File: src/hdl/ucg_pkg.sv
// Shared types and constants for the uplink command gate.
// Used by ucg_ctrl, ucg_datapath and the top level; no dependencies.
package ucg_pkg;

  localparam int ACK_QUEUE_DEPTH_DEF = 4;
  localparam int RECENT_DEPTH_DEF    = 4;

  localparam int CODE_W  = 8;
  localparam int SEQ_W   = 16;
  localparam int NONCE_W = 32;
  localparam int TIME_W  = 32;
  localparam int PARAM_W = 16;
  localparam int KEY_W   = CODE_W + SEQ_W + NONCE_W;
  localparam int CFG_IDX_W = 8;

  localparam logic [CFG_IDX_W-1:0] REG_DEPLOY_CODE     = 8'd0;
  localparam logic [CFG_IDX_W-1:0] REG_DEPRECATED_CODE = 8'd1;

  localparam logic [CODE_W-1:0] DEPLOY_CODE_RST     = 8'd1;
  localparam logic [CODE_W-1:0] DEPRECATED_CODE_RST = 8'd2;

  typedef enum logic [1:0] {
    STG_ACCEPTED  = 2'd0,
    STG_EXECUTED  = 2'd1,
    STG_REJECTED  = 2'd2,
    STG_DUPLICATE = 2'd3
  } ack_stage_t;

  typedef enum logic [2:0] {
    OUT_OK          = 3'd0,
    OUT_AUTH        = 3'd1,
    OUT_EXPIRED     = 3'd2,
    OUT_UNSUPPORTED = 3'd3,
    OUT_DONE        = 3'd4,
    OUT_BADFMT      = 3'd5
  } ack_outcome_t;

  typedef enum logic [2:0] {
    WHY_NONE       = 3'd0,
    WHY_TAG        = 3'd1,
    WHY_EXPIRED    = 3'd2,
    WHY_INHIBIT    = 3'd3,
    WHY_DEPRECATED = 3'd4,
    WHY_UNKNOWN    = 3'd5
  } ack_reason_t;

  typedef enum logic [3:0] {
    DEC_IGNORE,
    DEC_POP,
    DEC_AUTH,
    DEC_EXPIRED,
    DEC_DUP,
    DEC_BADFMT,
    DEC_DEPLOY,
    DEC_DEPRECATED,
    DEC_UNKNOWN
  } dec_t;

  typedef enum logic [1:0] {
    ST_IDLE,
    ST_EVAL,
    ST_EXEC
  } ctrl_state_t;

  typedef struct packed {
    logic [1:0]         stage;
    logic [2:0]         outcome;
    logic [2:0]         reason;
    logic               flight;
    logic [CODE_W-1:0]  code;
    logic [SEQ_W-1:0]   seq;
    logic [NONCE_W-1:0] nonce;
    logic [TIME_W-1:0]  stamp;
  } ack_entry_t;

  typedef struct packed {
    logic load_in;
    logic do_first;
    logic do_second;
    logic load_out;
  } ucg_cmd_t;

  typedef struct packed {
    logic two_push;
    logic out_free;
  } ucg_stat_t;

endpackage

File: src/hdl/ucg_ctrl.sv
// Controller state machine for the uplink command gate.
// Depends on ucg_pkg; drives commands into ucg_datapath from its status.
module ucg_ctrl (
  input  logic                clk,
  input  logic                rst_n,
  input  logic                in_valid,
  output logic                in_ready,
  input  ucg_pkg::ucg_stat_t  stat,
  output ucg_pkg::ucg_cmd_t   cmd
);

  ucg_pkg::ctrl_state_t state_r, state_nxt;

  always_ff @(posedge clk) begin
    if (!rst_n) begin
      state_r <= ucg_pkg::ST_IDLE;
    end else begin
      state_r <= state_nxt;
    end
  end

  always_comb begin
    state_nxt = state_r;
    case (state_r)
      ucg_pkg::ST_IDLE: begin
        if (in_valid) state_nxt = ucg_pkg::ST_EVAL;
      end
      ucg_pkg::ST_EVAL: begin
        if (stat.two_push) state_nxt = ucg_pkg::ST_EXEC;
        else if (stat.out_free) state_nxt = ucg_pkg::ST_IDLE;
      end
      ucg_pkg::ST_EXEC: begin
        if (stat.out_free) state_nxt = ucg_pkg::ST_IDLE;
      end
      default: state_nxt = ucg_pkg::ST_IDLE;
    endcase
  end

  always_comb begin
    cmd      = '0;
    in_ready = 1'b0;
    case (state_r)
      ucg_pkg::ST_IDLE: begin
        in_ready    = 1'b1;
        cmd.load_in = in_valid;
      end
      ucg_pkg::ST_EVAL: begin
        cmd.do_first = stat.two_push | stat.out_free;
        cmd.load_out = !stat.two_push & stat.out_free;
      end
      ucg_pkg::ST_EXEC: begin
        cmd.do_second = stat.out_free;
        cmd.load_out  = stat.out_free;
      end
      default: begin
        cmd = '0;
      end
    endcase
  end

endmodule

File: src/hdl/ucg_datapath.sv
// Datapath of the uplink command gate: input latch, checks, replay keys,
// ack FIFO and result register. Depends on ucg_pkg; driven by ucg_ctrl.
module ucg_datapath #(
  parameter int ACK_QUEUE_DEPTH = ucg_pkg::ACK_QUEUE_DEPTH_DEF,
  parameter int RECENT_DEPTH    = ucg_pkg::RECENT_DEPTH_DEF
) (
  input  logic                               clk,
  input  logic                               rst_n,
  input  ucg_pkg::ucg_cmd_t                  cmd,
  output ucg_pkg::ucg_stat_t                 stat,
  input  logic                               cfg_valid,
  input  logic [ucg_pkg::CFG_IDX_W-1:0]      cfg_index,
  input  logic [ucg_pkg::CODE_W-1:0]         cfg_data,
  input  logic                               in_action,
  input  logic                               in_is_command,
  input  logic                               in_auth_ok,
  input  logic [ucg_pkg::CODE_W-1:0]         in_command_code,
  input  logic [ucg_pkg::SEQ_W-1:0]          in_command_seq,
  input  logic [ucg_pkg::NONCE_W-1:0]        in_command_nonce,
  input  logic [ucg_pkg::TIME_W-1:0]         in_valid_until,
  input  logic [ucg_pkg::PARAM_W-1:0]        in_first_param,
  input  logic [ucg_pkg::TIME_W-1:0]         in_now_time,
  output logic                               out_valid,
  input  logic                               out_ready,
  output logic                               out_ack_valid,
  output logic [1:0]                         out_ack_stage,
  output logic [2:0]                         out_ack_outcome,
  output logic [2:0]                         out_ack_reason,
  output logic                               out_ack_flight_state,
  output logic [ucg_pkg::CODE_W-1:0]         out_ack_command_code,
  output logic [ucg_pkg::SEQ_W-1:0]          out_ack_command_seq,
  output logic [ucg_pkg::NONCE_W-1:0]        out_ack_nonce,
  output logic [ucg_pkg::TIME_W-1:0]         out_ack_time,
  output logic [1:0]                         out_acks_dropped,
  output logic                               out_deploy_active
);

  localparam int QAW = $clog2(ACK_QUEUE_DEPTH);
  localparam int CW  = $clog2(ACK_QUEUE_DEPTH + 1);
  localparam int SW  = QAW + 1;
  localparam int RAW = (RECENT_DEPTH > 1) ? $clog2(RECENT_DEPTH) : 1;

  // config
  logic [ucg_pkg::CODE_W-1:0] deploy_code_r, depr_code_r;

  always_ff @(posedge clk) begin
    if (!rst_n) begin
      deploy_code_r <= ucg_pkg::DEPLOY_CODE_RST;
      depr_code_r   <= ucg_pkg::DEPRECATED_CODE_RST;
    end else if (cfg_valid) begin
      if (cfg_index == ucg_pkg::REG_DEPLOY_CODE) deploy_code_r <= cfg_data;
      if (cfg_index == ucg_pkg::REG_DEPRECATED_CODE) depr_code_r <= cfg_data;
    end
  end

  // input latch
  logic                        act_r, iscmd_r, auth_r;
  logic [ucg_pkg::CODE_W-1:0]  code_r;
  logic [ucg_pkg::SEQ_W-1:0]   seq_r;
  logic [ucg_pkg::NONCE_W-1:0] nonce_r;
  logic [ucg_pkg::TIME_W-1:0]  until_r, now_r;
  logic [ucg_pkg::PARAM_W-1:0] param_r;

  always_ff @(posedge clk) begin
    if (cmd.load_in) begin
      act_r   <= in_action;
      iscmd_r <= in_is_command;
      auth_r  <= in_auth_ok;
      code_r  <= in_command_code;
      seq_r   <= in_command_seq;
      nonce_r <= in_command_nonce;
      until_r <= in_valid_until;
      param_r <= in_first_param;
      now_r   <= in_now_time;
    end
  end

  // replay keys
  logic [RECENT_DEPTH-1:0]        rec_valid_r;
  logic [ucg_pkg::KEY_W-1:0]      rec_key_r [RECENT_DEPTH];
  logic [RAW-1:0]                 rec_ptr_r;
  logic [ucg_pkg::KEY_W-1:0]      key;
  logic [RECENT_DEPTH-1:0]        hit;
  logic                           seen;

  assign key = {nonce_r, seq_r, code_r};

  always_comb begin
    for (int i = 0; i < RECENT_DEPTH; i++) begin
      hit[i] = rec_valid_r[i] && (rec_key_r[i] == key);
    end
  end
  assign seen = |hit;

  // deadline and decision
  logic [ucg_pkg::TIME_W-1:0] diff;
  logic                       expired;
  ucg_pkg::dec_t              dec;

  assign diff    = now_r - until_r;
  assign expired = (until_r != '0) && (diff != '0) && !diff[ucg_pkg::TIME_W-1];

  always_comb begin
    if (act_r) dec = ucg_pkg::DEC_POP;
    else if (!iscmd_r) dec = ucg_pkg::DEC_IGNORE;
    else if (!auth_r) dec = ucg_pkg::DEC_AUTH;
    else if (expired) dec = ucg_pkg::DEC_EXPIRED;
    else if (seen) dec = ucg_pkg::DEC_DUP;
    else if (code_r == deploy_code_r) begin
      dec = (param_r != '0) ? ucg_pkg::DEC_BADFMT : ucg_pkg::DEC_DEPLOY;
    end
    else if (code_r == depr_code_r) dec = ucg_pkg::DEC_DEPRECATED;
    else dec = ucg_pkg::DEC_UNKNOWN;
  end

  // ack FIFO
  ucg_pkg::ack_entry_t q_mem [ACK_QUEUE_DEPTH];
  logic [QAW-1:0]      head_r, tail, head_inc;
  logic [CW-1:0]       count_r;
  logic [SW-1:0]       tail_sum;
  logic                q_full, push_req, push_ok, push_drop, pop_ok;
  ucg_pkg::ack_entry_t push_entry;
  logic                deploy_r, deploy_nxt, drop_r, remember;

  assign tail_sum = SW'(head_r) + SW'(count_r);
  assign tail     = (tail_sum >= SW'(ACK_QUEUE_DEPTH)) ?
                    QAW'(tail_sum - SW'(ACK_QUEUE_DEPTH)) : QAW'(tail_sum);
  assign head_inc = (head_r == QAW'(ACK_QUEUE_DEPTH - 1)) ? '0 : head_r + 1'b1;
  assign q_full   = (count_r == CW'(ACK_QUEUE_DEPTH));

  always_comb begin
    push_entry.flight = deploy_r;
    push_entry.code   = code_r;
    push_entry.seq    = seq_r;
    push_entry.nonce  = nonce_r;
    push_entry.stamp  = now_r;
    push_req          = cmd.do_second;
    if (cmd.do_second) begin
      push_entry.stage   = ucg_pkg::STG_EXECUTED;
      push_entry.outcome = ucg_pkg::OUT_OK;
      push_entry.reason  = ucg_pkg::WHY_NONE;
    end else begin
      push_req           = cmd.do_first;
      push_entry.stage   = ucg_pkg::STG_REJECTED;
      push_entry.outcome = ucg_pkg::OUT_UNSUPPORTED;
      push_entry.reason  = ucg_pkg::WHY_UNKNOWN;
      case (dec)
        ucg_pkg::DEC_POP, ucg_pkg::DEC_IGNORE: begin
          push_req = 1'b0;
        end
        ucg_pkg::DEC_AUTH: begin
          push_entry.outcome = ucg_pkg::OUT_AUTH;
          push_entry.reason  = ucg_pkg::WHY_TAG;
        end
        ucg_pkg::DEC_EXPIRED: begin
          push_entry.outcome = ucg_pkg::OUT_EXPIRED;
          push_entry.reason  = ucg_pkg::WHY_EXPIRED;
        end
        ucg_pkg::DEC_DUP: begin
          push_entry.stage   = ucg_pkg::STG_DUPLICATE;
          push_entry.outcome = ucg_pkg::OUT_DONE;
          push_entry.reason  = ucg_pkg::WHY_NONE;
        end
        ucg_pkg::DEC_BADFMT: begin
          push_entry.outcome = ucg_pkg::OUT_BADFMT;
          push_entry.reason  = ucg_pkg::WHY_INHIBIT;
        end
        ucg_pkg::DEC_DEPLOY: begin
          push_entry.stage   = ucg_pkg::STG_ACCEPTED;
          push_entry.outcome = ucg_pkg::OUT_OK;
          push_entry.reason  = ucg_pkg::WHY_NONE;
        end
        ucg_pkg::DEC_DEPRECATED: begin
          push_entry.reason  = ucg_pkg::WHY_DEPRECATED;
        end
        default: begin
          push_entry.reason  = ucg_pkg::WHY_UNKNOWN;
        end
      endcase
    end
  end

  assign push_ok    = push_req && !q_full;
  assign push_drop  = push_req && q_full;
  assign pop_ok     = cmd.do_first && (dec == ucg_pkg::DEC_POP) && (count_r != '0);
  assign deploy_nxt = deploy_r | (cmd.do_first && (dec == ucg_pkg::DEC_DEPLOY));
  assign remember   = cmd.do_first &&
                      ((dec == ucg_pkg::DEC_DEPLOY) || (dec == ucg_pkg::DEC_DEPRECATED));

  always_ff @(posedge clk) begin
    if (push_ok) q_mem[tail] <= push_entry;
  end

  always_ff @(posedge clk) begin
    if (!rst_n) begin
      head_r      <= '0;
      count_r     <= '0;
      deploy_r    <= 1'b0;
      rec_valid_r <= '0;
      rec_ptr_r   <= '0;
    end else begin
      deploy_r <= deploy_nxt;
      if (push_ok) count_r <= count_r + 1'b1;
      else if (pop_ok) begin
        count_r <= count_r - 1'b1;
        head_r  <= head_inc;
      end
      if (remember) begin
        rec_valid_r[rec_ptr_r] <= 1'b1;
        rec_ptr_r <= (rec_ptr_r == RAW'(RECENT_DEPTH - 1)) ? '0 : rec_ptr_r + 1'b1;
      end
    end
  end

  always_ff @(posedge clk) begin
    if (remember) rec_key_r[rec_ptr_r] <= key;
    if (cmd.do_first) drop_r <= push_drop;
  end

  // result register
  logic out_valid_r;

  assign stat.out_free = !out_valid_r || out_ready;
  assign stat.two_push = (dec == ucg_pkg::DEC_DEPLOY);

  always_ff @(posedge clk) begin
    if (!rst_n) begin
      out_valid_r <= 1'b0;
    end else if (cmd.load_out) begin
      out_valid_r <= 1'b1;
    end else if (out_ready) begin
      out_valid_r <= 1'b0;
    end
  end

  always_ff @(posedge clk) begin
    if (cmd.load_out) begin
      out_deploy_active <= deploy_nxt;
      out_acks_dropped  <= cmd.do_second ? ({1'b0, drop_r} + {1'b0, push_drop})
                                         : {1'b0, push_drop};
      if (pop_ok) begin
        out_ack_valid        <= 1'b1;
        out_ack_stage        <= q_mem[head_r].stage;
        out_ack_outcome      <= q_mem[head_r].outcome;
        out_ack_reason       <= q_mem[head_r].reason;
        out_ack_flight_state <= q_mem[head_r].flight;
        out_ack_command_code <= q_mem[head_r].code;
        out_ack_command_seq  <= q_mem[head_r].seq;
        out_ack_nonce        <= q_mem[head_r].nonce;
        out_ack_time         <= q_mem[head_r].stamp;
      end else begin
        out_ack_valid        <= 1'b0;
        out_ack_stage        <= '0;
        out_ack_outcome      <= '0;
        out_ack_reason       <= '0;
        out_ack_flight_state <= 1'b0;
        out_ack_command_code <= '0;
        out_ack_command_seq  <= '0;
        out_ack_nonce        <= '0;
        out_ack_time         <= '0;
      end
    end
  end

  assign out_valid = out_valid_r;

endmodule

File: src/hdl/uplink_command_gate_with_replay_filter_unit.sv
// Top level of the uplink command gate with replay filter.
// Depends on ucg_pkg; instantiates ucg_ctrl and ucg_datapath.
//
//   channel | handshake            | payload
//   --------+----------------------+-------------------------------------------
//   in      | in_valid / in_ready  | action, is_command, auth_ok, command key,
//           |                      | valid_until, first_param, now_time
//   out     | out_valid/out_ready  | ack fields, acks_dropped, deploy_active
//   cfg     | cfg_valid/cfg_ready  | cfg_index, cfg_data (always ready)
//
// An item passes through an accept and an evaluate step; a successful deploy adds an execute step,
// since its two acks go through the single FIFO write port one at a time.
// The next item is taken while a finished result waits in the output register.
// A held output stalls the evaluate step of the following item, or its execute step for a successful deploy.
// Reset is synchronous; no clearing pass is needed.
module uplink_command_gate_with_replay_filter_unit #(
  parameter int ACK_QUEUE_DEPTH = ucg_pkg::ACK_QUEUE_DEPTH_DEF,
  parameter int RECENT_DEPTH    = ucg_pkg::RECENT_DEPTH_DEF
) (
  input  logic                               clk,
  input  logic                               rst_n,
  input  logic                               cfg_valid,
  output logic                               cfg_ready,
  input  logic [ucg_pkg::CFG_IDX_W-1:0]      cfg_index,
  input  logic [ucg_pkg::CODE_W-1:0]         cfg_data,
  input  logic                               in_valid,
  output logic                               in_ready,
  input  logic                               in_action,
  input  logic                               in_is_command,
  input  logic                               in_auth_ok,
  input  logic [ucg_pkg::CODE_W-1:0]         in_command_code,
  input  logic [ucg_pkg::SEQ_W-1:0]          in_command_seq,
  input  logic [ucg_pkg::NONCE_W-1:0]        in_command_nonce,
  input  logic [ucg_pkg::TIME_W-1:0]         in_valid_until,
  input  logic [ucg_pkg::PARAM_W-1:0]        in_first_param,
  input  logic [ucg_pkg::TIME_W-1:0]         in_now_time,
  output logic                               out_valid,
  input  logic                               out_ready,
  output logic                               out_ack_valid,
  output logic [1:0]                         out_ack_stage,
  output logic [2:0]                         out_ack_outcome,
  output logic [2:0]                         out_ack_reason,
  output logic                               out_ack_flight_state,
  output logic [ucg_pkg::CODE_W-1:0]         out_ack_command_code,
  output logic [ucg_pkg::SEQ_W-1:0]          out_ack_command_seq,
  output logic [ucg_pkg::NONCE_W-1:0]        out_ack_nonce,
  output logic [ucg_pkg::TIME_W-1:0]         out_ack_time,
  output logic [1:0]                         out_acks_dropped,
  output logic                               out_deploy_active
);

  ucg_pkg::ucg_cmd_t  cmd;
  ucg_pkg::ucg_stat_t stat;

  assign cfg_ready = 1'b1;

  ucg_ctrl u_ctrl (
    .clk      (clk),
    .rst_n    (rst_n),
    .in_valid (in_valid),
    .in_ready (in_ready),
    .stat     (stat),
    .cmd      (cmd)
  );

  ucg_datapath #(
    .ACK_QUEUE_DEPTH (ACK_QUEUE_DEPTH),
    .RECENT_DEPTH    (RECENT_DEPTH)
  ) u_dp (
    .clk                  (clk),
    .rst_n                (rst_n),
    .cmd                  (cmd),
    .stat                 (stat),
    .cfg_valid            (cfg_valid),
    .cfg_index            (cfg_index),
    .cfg_data             (cfg_data),
    .in_action            (in_action),
    .in_is_command        (in_is_command),
    .in_auth_ok           (in_auth_ok),
    .in_command_code      (in_command_code),
    .in_command_seq       (in_command_seq),
    .in_command_nonce     (in_command_nonce),
    .in_valid_until       (in_valid_until),
    .in_first_param       (in_first_param),
    .in_now_time          (in_now_time),
    .out_valid            (out_valid),
    .out_ready            (out_ready),
    .out_ack_valid        (out_ack_valid),
    .out_ack_stage        (out_ack_stage),
    .out_ack_outcome      (out_ack_outcome),
    .out_ack_reason       (out_ack_reason),
    .out_ack_flight_state (out_ack_flight_state),
    .out_ack_command_code (out_ack_command_code),
    .out_ack_command_seq  (out_ack_command_seq),
    .out_ack_nonce        (out_ack_nonce),
    .out_ack_time         (out_ack_time),
    .out_acks_dropped     (out_acks_dropped),
    .out_deploy_active    (out_deploy_active)
  );

  a_accept_blocks: assert property (@(posedge clk) disable iff (!rst_n)
    in_valid && in_ready |=> !in_ready)
    else $error("input taken again before the beat was evaluated");

  a_load_needs_slot: assert property (@(posedge clk) disable iff (!rst_n)
    cmd.load_out |-> stat.out_free)
    else $error("result loaded over an untaken beat");

  a_single_push: assert property (@(posedge clk) disable iff (!rst_n)
    !(cmd.do_first && cmd.do_second))
    else $error("both ack pushes in one cycle");

  a_deploy_sticky: assert property (@(posedge clk) disable iff (!rst_n)
    cmd.load_out && $past(out_valid && out_deploy_active) |=> out_deploy_active)
    else $error("deploy flag cleared");

endmodule

File: config.mk
export PLATFORM = sky130hd
export DESIGN_NAME = uplink_command_gate_with_replay_filter_unit
export DESIGN_NICKNAME = d
export VERILOG_FILES = /design/src/hdl/ucg_pkg.sv /design/src/hdl/ucg_ctrl.sv /design/src/hdl/ucg_datapath.sv /design/src/hdl/uplink_command_gate_with_replay_filter_unit.sv
export SDC_FILE = /design/constraint.sdc
export NUM_CORES = 1
export LEC_CHECK = 0
export BUFFER_PORTS_ARGS = -buffer_cell sky130_fd_sc_hd__buf_2
export CELL_PAD_IN_SITES_DETAIL_PLACEMENT = 2
export CELL_PAD_IN_SITES_GLOBAL_PLACEMENT = 2
export CORE_ASPECT_RATIO = 1.2
export CORE_MARGIN = 1
export CORE_UTILIZATION = 45
export CTS_CLUSTER_SIZE = 30
export DETAILED_ROUTE_END_ITERATION = 7
export PLACE_DENSITY = 0.9
export SETUP_SLACK_MARGIN = 0.5
export SLEW_MARGIN = 40
export SYNTH_ARGS = -nofsm -noshare
export SYNTH_HDL_FRONTEND = slang
export SYNTH_HIERARCHICAL = 1
export SYNTH_SLANG_ARGS = --single-unit
File: constraint.sdc
create_clock -name clk -period 13.6 [get_ports clk]
set_input_delay 0.68 -clock clk [delete_from_list [all_inputs] [get_ports clk]]
set_output_delay 0.68 -clock clk [all_outputs]
set_load 0.05 [all_outputs]
[Word-level counts from Yosys, hierarchy flattened]
Memories as Yosys holds them, arrays and structs flattened. A register that Yosys moved wholly into a read port is not among the register bits.
Cells that the tools add are included.
Widths: inputs -> output; s select.
Word-level totals
  memory bits (read-only): 0
  bits of input ports: 160
  memories kept: 2
  word-level logic and storage cells: 134
  bits in writable memories: 612
  latch bits: 0
  register bits: 175
  output and inout port bits: 104
Operators by class
  div/mod/pow operators: 0
  $lt $le $gt $ge: 3
  bitwise logic cells: 5
  multiplexer cells: 38
  add/subtract/negate cells: 8
  equality and inequality tests: 20
  shifts and indexed selects: 0
  reductions and logical operators: 35
  multipliers: 0
Memory list
  u_dp.q_mem: depth 4, bits a word 97, read ports 1, clocked after memory_dff 1, wr ports 1, RTL line ucg_datapath.sv:117  | ucg_pkg::ack_entry_t q_mem [ACK_QUEUE_DEPTH];
  u_dp.rec_key_r: depth 4, bits a word 56, read ports 4, clocked after memory_dff 0, wr ports 1, RTL line ucg_datapath.sv:80  | logic [ucg_pkg::KEY_W-1:0] rec_key_r [RECENT_DEPTH];
Operators with widths (number)
  $eq 56x56->1: 4
  $reduce_bool 32->1: 2
  $sub 32x32->32: 1
  $pmux 3 s5: 2
  $mux 4: 7
  $eq 4x3->1 const B: 4
  $eq 8x8->1: 2
  $reduce_bool 16->1: 1
  $mux 1: 15
  $mux 2: 7
  $logic_and 1x1->1: 13
  $eq 4x2->1 const B: 2
  $eq 8x1->1 const B: 1
  $logic_not 8->1: 1
  $mux 8: 1
  $eq 2x2->1 const B: 3
  $mux 3: 2
  $pmux 2 s3: 1
  $reduce_and 2->1: 3
  $logic_not 1->1: 5
  $add 2x1->2 const B: 2
  $eq 4x1->1 const B: 1
  $logic_not 4->1: 1
  $or 4x4->4: 1
  23 further kinds: 27

[Depth between registers and ports, before layout]
An unclocked memory read counts as a cell.
  word-level depth: 17
  mapped depth: 22
  depth with buffers taken out: 22

[By module]
Netlist, hierarchy kept.
By module, submodules not included
  ucg_datapath: times used 1, area an instance 36239.8 µm², cells an instance 2141, seq. area each 26195.1 µm²
  ucg_ctrl: times used 1, area an instance 211.5 µm², cells an instance 23, seq. area each 40.0 µm²
  uplink_command_gate_with_replay_filter_unit: times used 1, area an instance 11.3 µm², cells an instance 2, seq. area each 0.0 µm²

[Least setup slack after synthesis]
Ideal clock, no wire load.
  path kind: register -> register
  start point: register u_dp/now_r[0] in the netlist's numbering
  end point: memory u_dp/q_mem[0][0] in the netlist's numbering (enable)
  cell stages (with the launch flop): 19
  period minus slack after synthesis: 10.834 ns
  setup slack: 2.766 ns
  data required time: 12.929 ns
  buffers on the path: 0
  library setup time: 0.671 ns
  data arrival time: 10.163 ns
  path through: edfxtp_1 -> inv_1 -> ha_1 -> fa_1 -> and2b_1 -> o2111ai_2 -> a211oi_2 -> o21ai_1 -> a21oi_1 -> nor3_2 -> a2111oi_4 -> nand4_1 -> nand2_1 -> and3_1 -> o21a_1 -> a21oi_1 -> a21oi_1 -> inv_1 -> nor3_1
RTL lines
  start, declared: RTL line ucg_datapath.sv:61  | logic [ucg_pkg::TIME_W-1:0] until_r, now_r;
  start signal, assigned: RTL line ucg_datapath.sv:74  | now_r <= in_now_time;
  end, declared: RTL line ucg_datapath.sv:117

==> results by group <==
Run status
  – Run status: complete, no violations

Flow run
  – Count of maximum capacitance violations: 0

Floorplanning
  – Core region area: 0.08045 mm²
  – Count of pins on the block boundary: roughly 260
  – Die extent in y: 313.8 µm
  – Die Outline Area: 0.08217 mm²
  – Die outline width: roughly 260 µm
  – Initial cell density of the core: 0.4532
  – Std cell rows: 114

Synth
  – Arithmetic-cell share of the synthesized area counting full adders, half adders and majority gates: 0.01551
  – Area share of and/or/nand/nor cells after synthesis: 0.08939
  – Average size of a mapped cell: 16.83 µm²
  – Sequential element share of the synthesized area: 0.7195
  – Synthesized flop and latch total: 884
  – Share of synthesized registers carrying an async set or reset: 0
  – Syn_nets: 2370
  – Cells after Synth: 2166
  – Main combinational cell family by area after synthesis: simple AND/OR/NAND/NOR gates
  – Total of warnings raised by yosys: 6
  – XOR/XNOR share of the synthesized area: 0.05381
  – Compound-gate portion of the synthesized area: 0.04018
  – Dominant synthesized flop cell: edfxtp_1
  – Multiplexer area fraction after synthesis: 0.06571
  – Post-synthesis cell area: 0.03646 mm²
  – Post-synth EDFFs: about 850
  – Number of library cell types mapped by synthesis: 96

Finish
  – Ratio of cells with drive above 1 in the final layout: 0.2291
  – Total area of sequential cells: 0.02624 mm²
  – Area used by multi-input combinational logic: 0.009722 mm²
  – Count of filler cells inserted in the layout: 7175
  – Area growth, synth to finish: 16.24%
  – Commonest non-fill, non-tap cell in the layout: edfxtp_1
  – Number of nets in the final layout: 2698
  – Post-Route Utilization: 0.5268
  – Post-Layout Cell Count: 3616
  – Most frequent cells in the layout: edfxtp_1, buf_2, xnor2_1

Place
  – Total placed cells including tap cells: ~3.4k
  – Detail Placement HPWL: between 70000 and 80000 µm
  – RePlAce Congestion: about 0.92
  – Total of buffers placed on input and output ports: 262

Drt
  – Detailed-route wire length per cell: 34.27 µm
  – Sum of routed wire length over all layers: 123900 µm
  – Antenna Violating Nets Remaining: 0
  – Residual DRC: 0
  – Via density per instance: 6.022
  – Number of DRC markers in iteration 0: ~1.7k
  – Total via count after detailed routing: roughly 22k
  – First-pass iteration count of the detailed router: 7

Power
  – Tot Pwr: just over 6 mW
  – P per Cell Area: 145.5 mW/mm²
  – Leakage Power: 14.09 nW
  – Worst IR drop on VDD: 0.0001244 V

Setup path
  – Peak fanout along the critical path: between 50 and 60
  – Type of origin of the critical path: flip-flop
  – Crit path required time: 13900 ps
  – Critical path start-end classification: flip-flop to flip-flop
  – Nature of the critical path endpoint: flip-flop
  – Worst R2R Path Depth: 14
  – Arr. time, crit path: just under 7000 ps

Clock tree
  – H-tree depth: 3
  – Setup bufs post-CTS: 0
  – Max clock buf depth: 3
  – Clk Latency, worst-skew pair: 690 ps
  – CTS clk-pin slew, worst paths: around 70 ps
  – Num CTS Buffers: 90
  – Cell chosen for the clock root: clkbuf_16
  – Hold buffers post-CTS: 0
  – Sink count of the clock tree: 884
  – TritonCTS clock tree: yes
  – Number of gates given a new drive strength after cts: 0

Timing
  – Time the worst path needs with I/O delays and setup: 6467 ps
  – Maximum frequency from static timing analysis: 154.6 MHz
  – Max-slew violation total from the final report: 0
  – Final Hold Violating Endpoints: 0
  – Setup violation total in the final timing report: 0
  – Unrepaired setup endpoints after global routing: no
  – Worst-margin pin slew: 956.9 ps
  – Max_slew headroom: 0.3520
  – Final total negative setup slack: 0 ps
  – Share of the clock period used by the worst path: 0.4755
  – Worst hold-check slack: 182.3 ps
  – Setup skew after layout: 37.18 ps

GRT
  – Pin count of the biggest net entering global routing: 100
  – Via count of the first global-routing pass: 24.75k
  – Number of antenna violations at the first check in global routing: 2
  – Global-route wire length before repair: 178200 µm
  – Total gr overflow: 0
  – Global-route usage over all layers: 0.3054

Min path
  – Type of the tightest min-delay check: input port to flip-flop
  – Worst Hold Path Cells: 1
==> worst max-delay path, stage by stage, from the launching register on <==
cell	delay, ps
edfxtp_1	940
xor2_1	190
nor4_1	380
nand4_1	370
nor4_1	730
and4_1	400
nor3_2	150
o211ai_1	350
o21a_1	240
and3_1	200
o21a_1	250
nand3_1	110
or4b_2	790
nor3b_4	230
buf_4	670
==> metrics by stage <==
stage,worst slack [ps],instance area (µm²)
CTS,7030,42240
detailed placement,7318,39180
global placement,6971,39110
global route,6870,42380
finish,7133,42380
floorplan,2766,36460
==> cell type report <==
type,count,area share
flip-flops and latches,884,0.6192
repair buffers,308,0.04213
clock buffers,113,0.05792
clock inverters,56,0.01414
diodes,1,0.00005904
well taps,1044,0.03082
inverters,72,0.006377
multi-input cells,1138,0.2294
==> cell families after synthesis <==
family | count (synthesis)
buffers and inverters | 144
other | 1
adders and majority gates | 44
muxes | 118
DFF | 884
and+or+nand+nor | 557
AOI/OAI and AO/OA | 194
xor gates and xnor gates | 224
==> worst paths after layout <==
| check | startpoint | end | slack (ps) |
|---|---|---|---|
| worst min register to register | u_dp/depr_code_r[1]$_SDFFE_PN1P_ | u_dp/depr_code_r[1]$_SDFFE_PN1P_ | 540 |
| worst max register to register | u_dp/seq_r[11]$_DFFE_PP_ | u_dp/rec_key_r[3][9]$_DFFE_PP_ | 7130 |
| worst max-delay path | u_dp/seq_r[11]$_DFFE_PP_ | u_dp/rec_key_r[3][9]$_DFFE_PP_ | 7130 |
| worst min-delay path | in_command_nonce[24] | u_dp/nonce_r[24]$_DFFE_PP_ | 180 |
==> power by group <==
part	switching (mW)	internal [mW]
logic	0.286	0.133
registers	0.0731	3.04
clock network	1.13	1.50
==> cell usage after synthesis (4+ instances only) <==
| master | instances | area share |
|---|---|---|
| o21ai_1 | 10 | 0.0014 |
| edfxtp_1 | 853 | 0.70 |
| o22ai_1 | 10 | 0.0017 |
| a21boi_0 | 4 | 0.00082 |
| nor3b_2 | 4 | 0.0014 |
| nand4_1 | 63 | 0.011 |
| a21oi_2 | 4 | 0.00096 |
| a211oi_1 | 8 | 0.0016 |
| buf_1 | 8 | 0.00082 |
| a21oi_1 | 37 | 0.0051 |
| mux4_2 | 97 | 0.060 |
| o21a_1 | 11 | 0.0023 |
| clkbuf_1 | 50 | 0.0051 |
| nor4b_1 | 8 | 0.0019 |
| a2111oi_0 | 7 | 0.0017 |
| and2_1 | 109 | 0.019 |
| nand3_1 | 27 | 0.0037 |
| nor3_1 | 15 | 0.0021 |
| o21ai_0 | 22 | 0.0030 |
| or4_1 | 6 | 0.0012 |
| nor2b_1 | 45 | 0.0077 |
| a31oi_1 | 4 | 0.00069 |
| o211ai_1 | 7 | 0.0014 |
| inv_1 | 71 | 0.0073 |
| nor4_1 | 60 | 0.010 |
| nand2_1 | 84 | 0.0086 |
| nor2_1 | 49 | 0.0050 |
| dfxtp_1 | 31 | 0.017 |
| or3_1 | 4 | 0.00069 |
| o31ai_1 | 5 | 0.0010 |
| a21o_1 | 12 | 0.0025 |
| xnor2_1 | 132 | 0.032 |
| mux2i_1 | 20 | 0.0055 |
| buf_2 | 9 | 0.0012 |
| ha_1 | 42 | 0.014 |
| nand2b_1 | 32 | 0.0055 |
| and3_1 | 15 | 0.0026 |
| xor2_1 | 92 | 0.022 |
| o2111ai_1 | 9 | 0.0022 |
| nand4b_1 | 5 | 0.0012 |
==> layer usage <==
layer / vias to the layer above / wire length (µm) / GRT usage
met5: - / 0 / 0
met3: 317 / 5796 / 0.04282
li1: 9066 / - / -
met1: 11450 / 44020 / 0.3402
met2: 939 / 67590 / 0.5648
met4: 0 / 6501 / 0.1490
==> state kept, by name (all words and copies together), names as in the netlist, 4 cells and up <==
register and flops:
u_dp/seq_r 16, u_dp/param_r 16, u_dp/q_mem 388, u_dp/nonce_r 32, u_dp/rec_valid_r 4, u_dp/out_ack_command_seq 16
u_dp/until_r 32, u_dp/out_ack_nonce 32, u_dp/now_r 32, u_dp/depr_code_r 8, u_dp/deploy_code_r 8, u_dp/code_r 8
u_dp/rec_key_r 224, u_dp/out_ack_time 32, u_dp/out_ack_command_code 8
No activity file was read; power rests on OpenSTA's default activity.
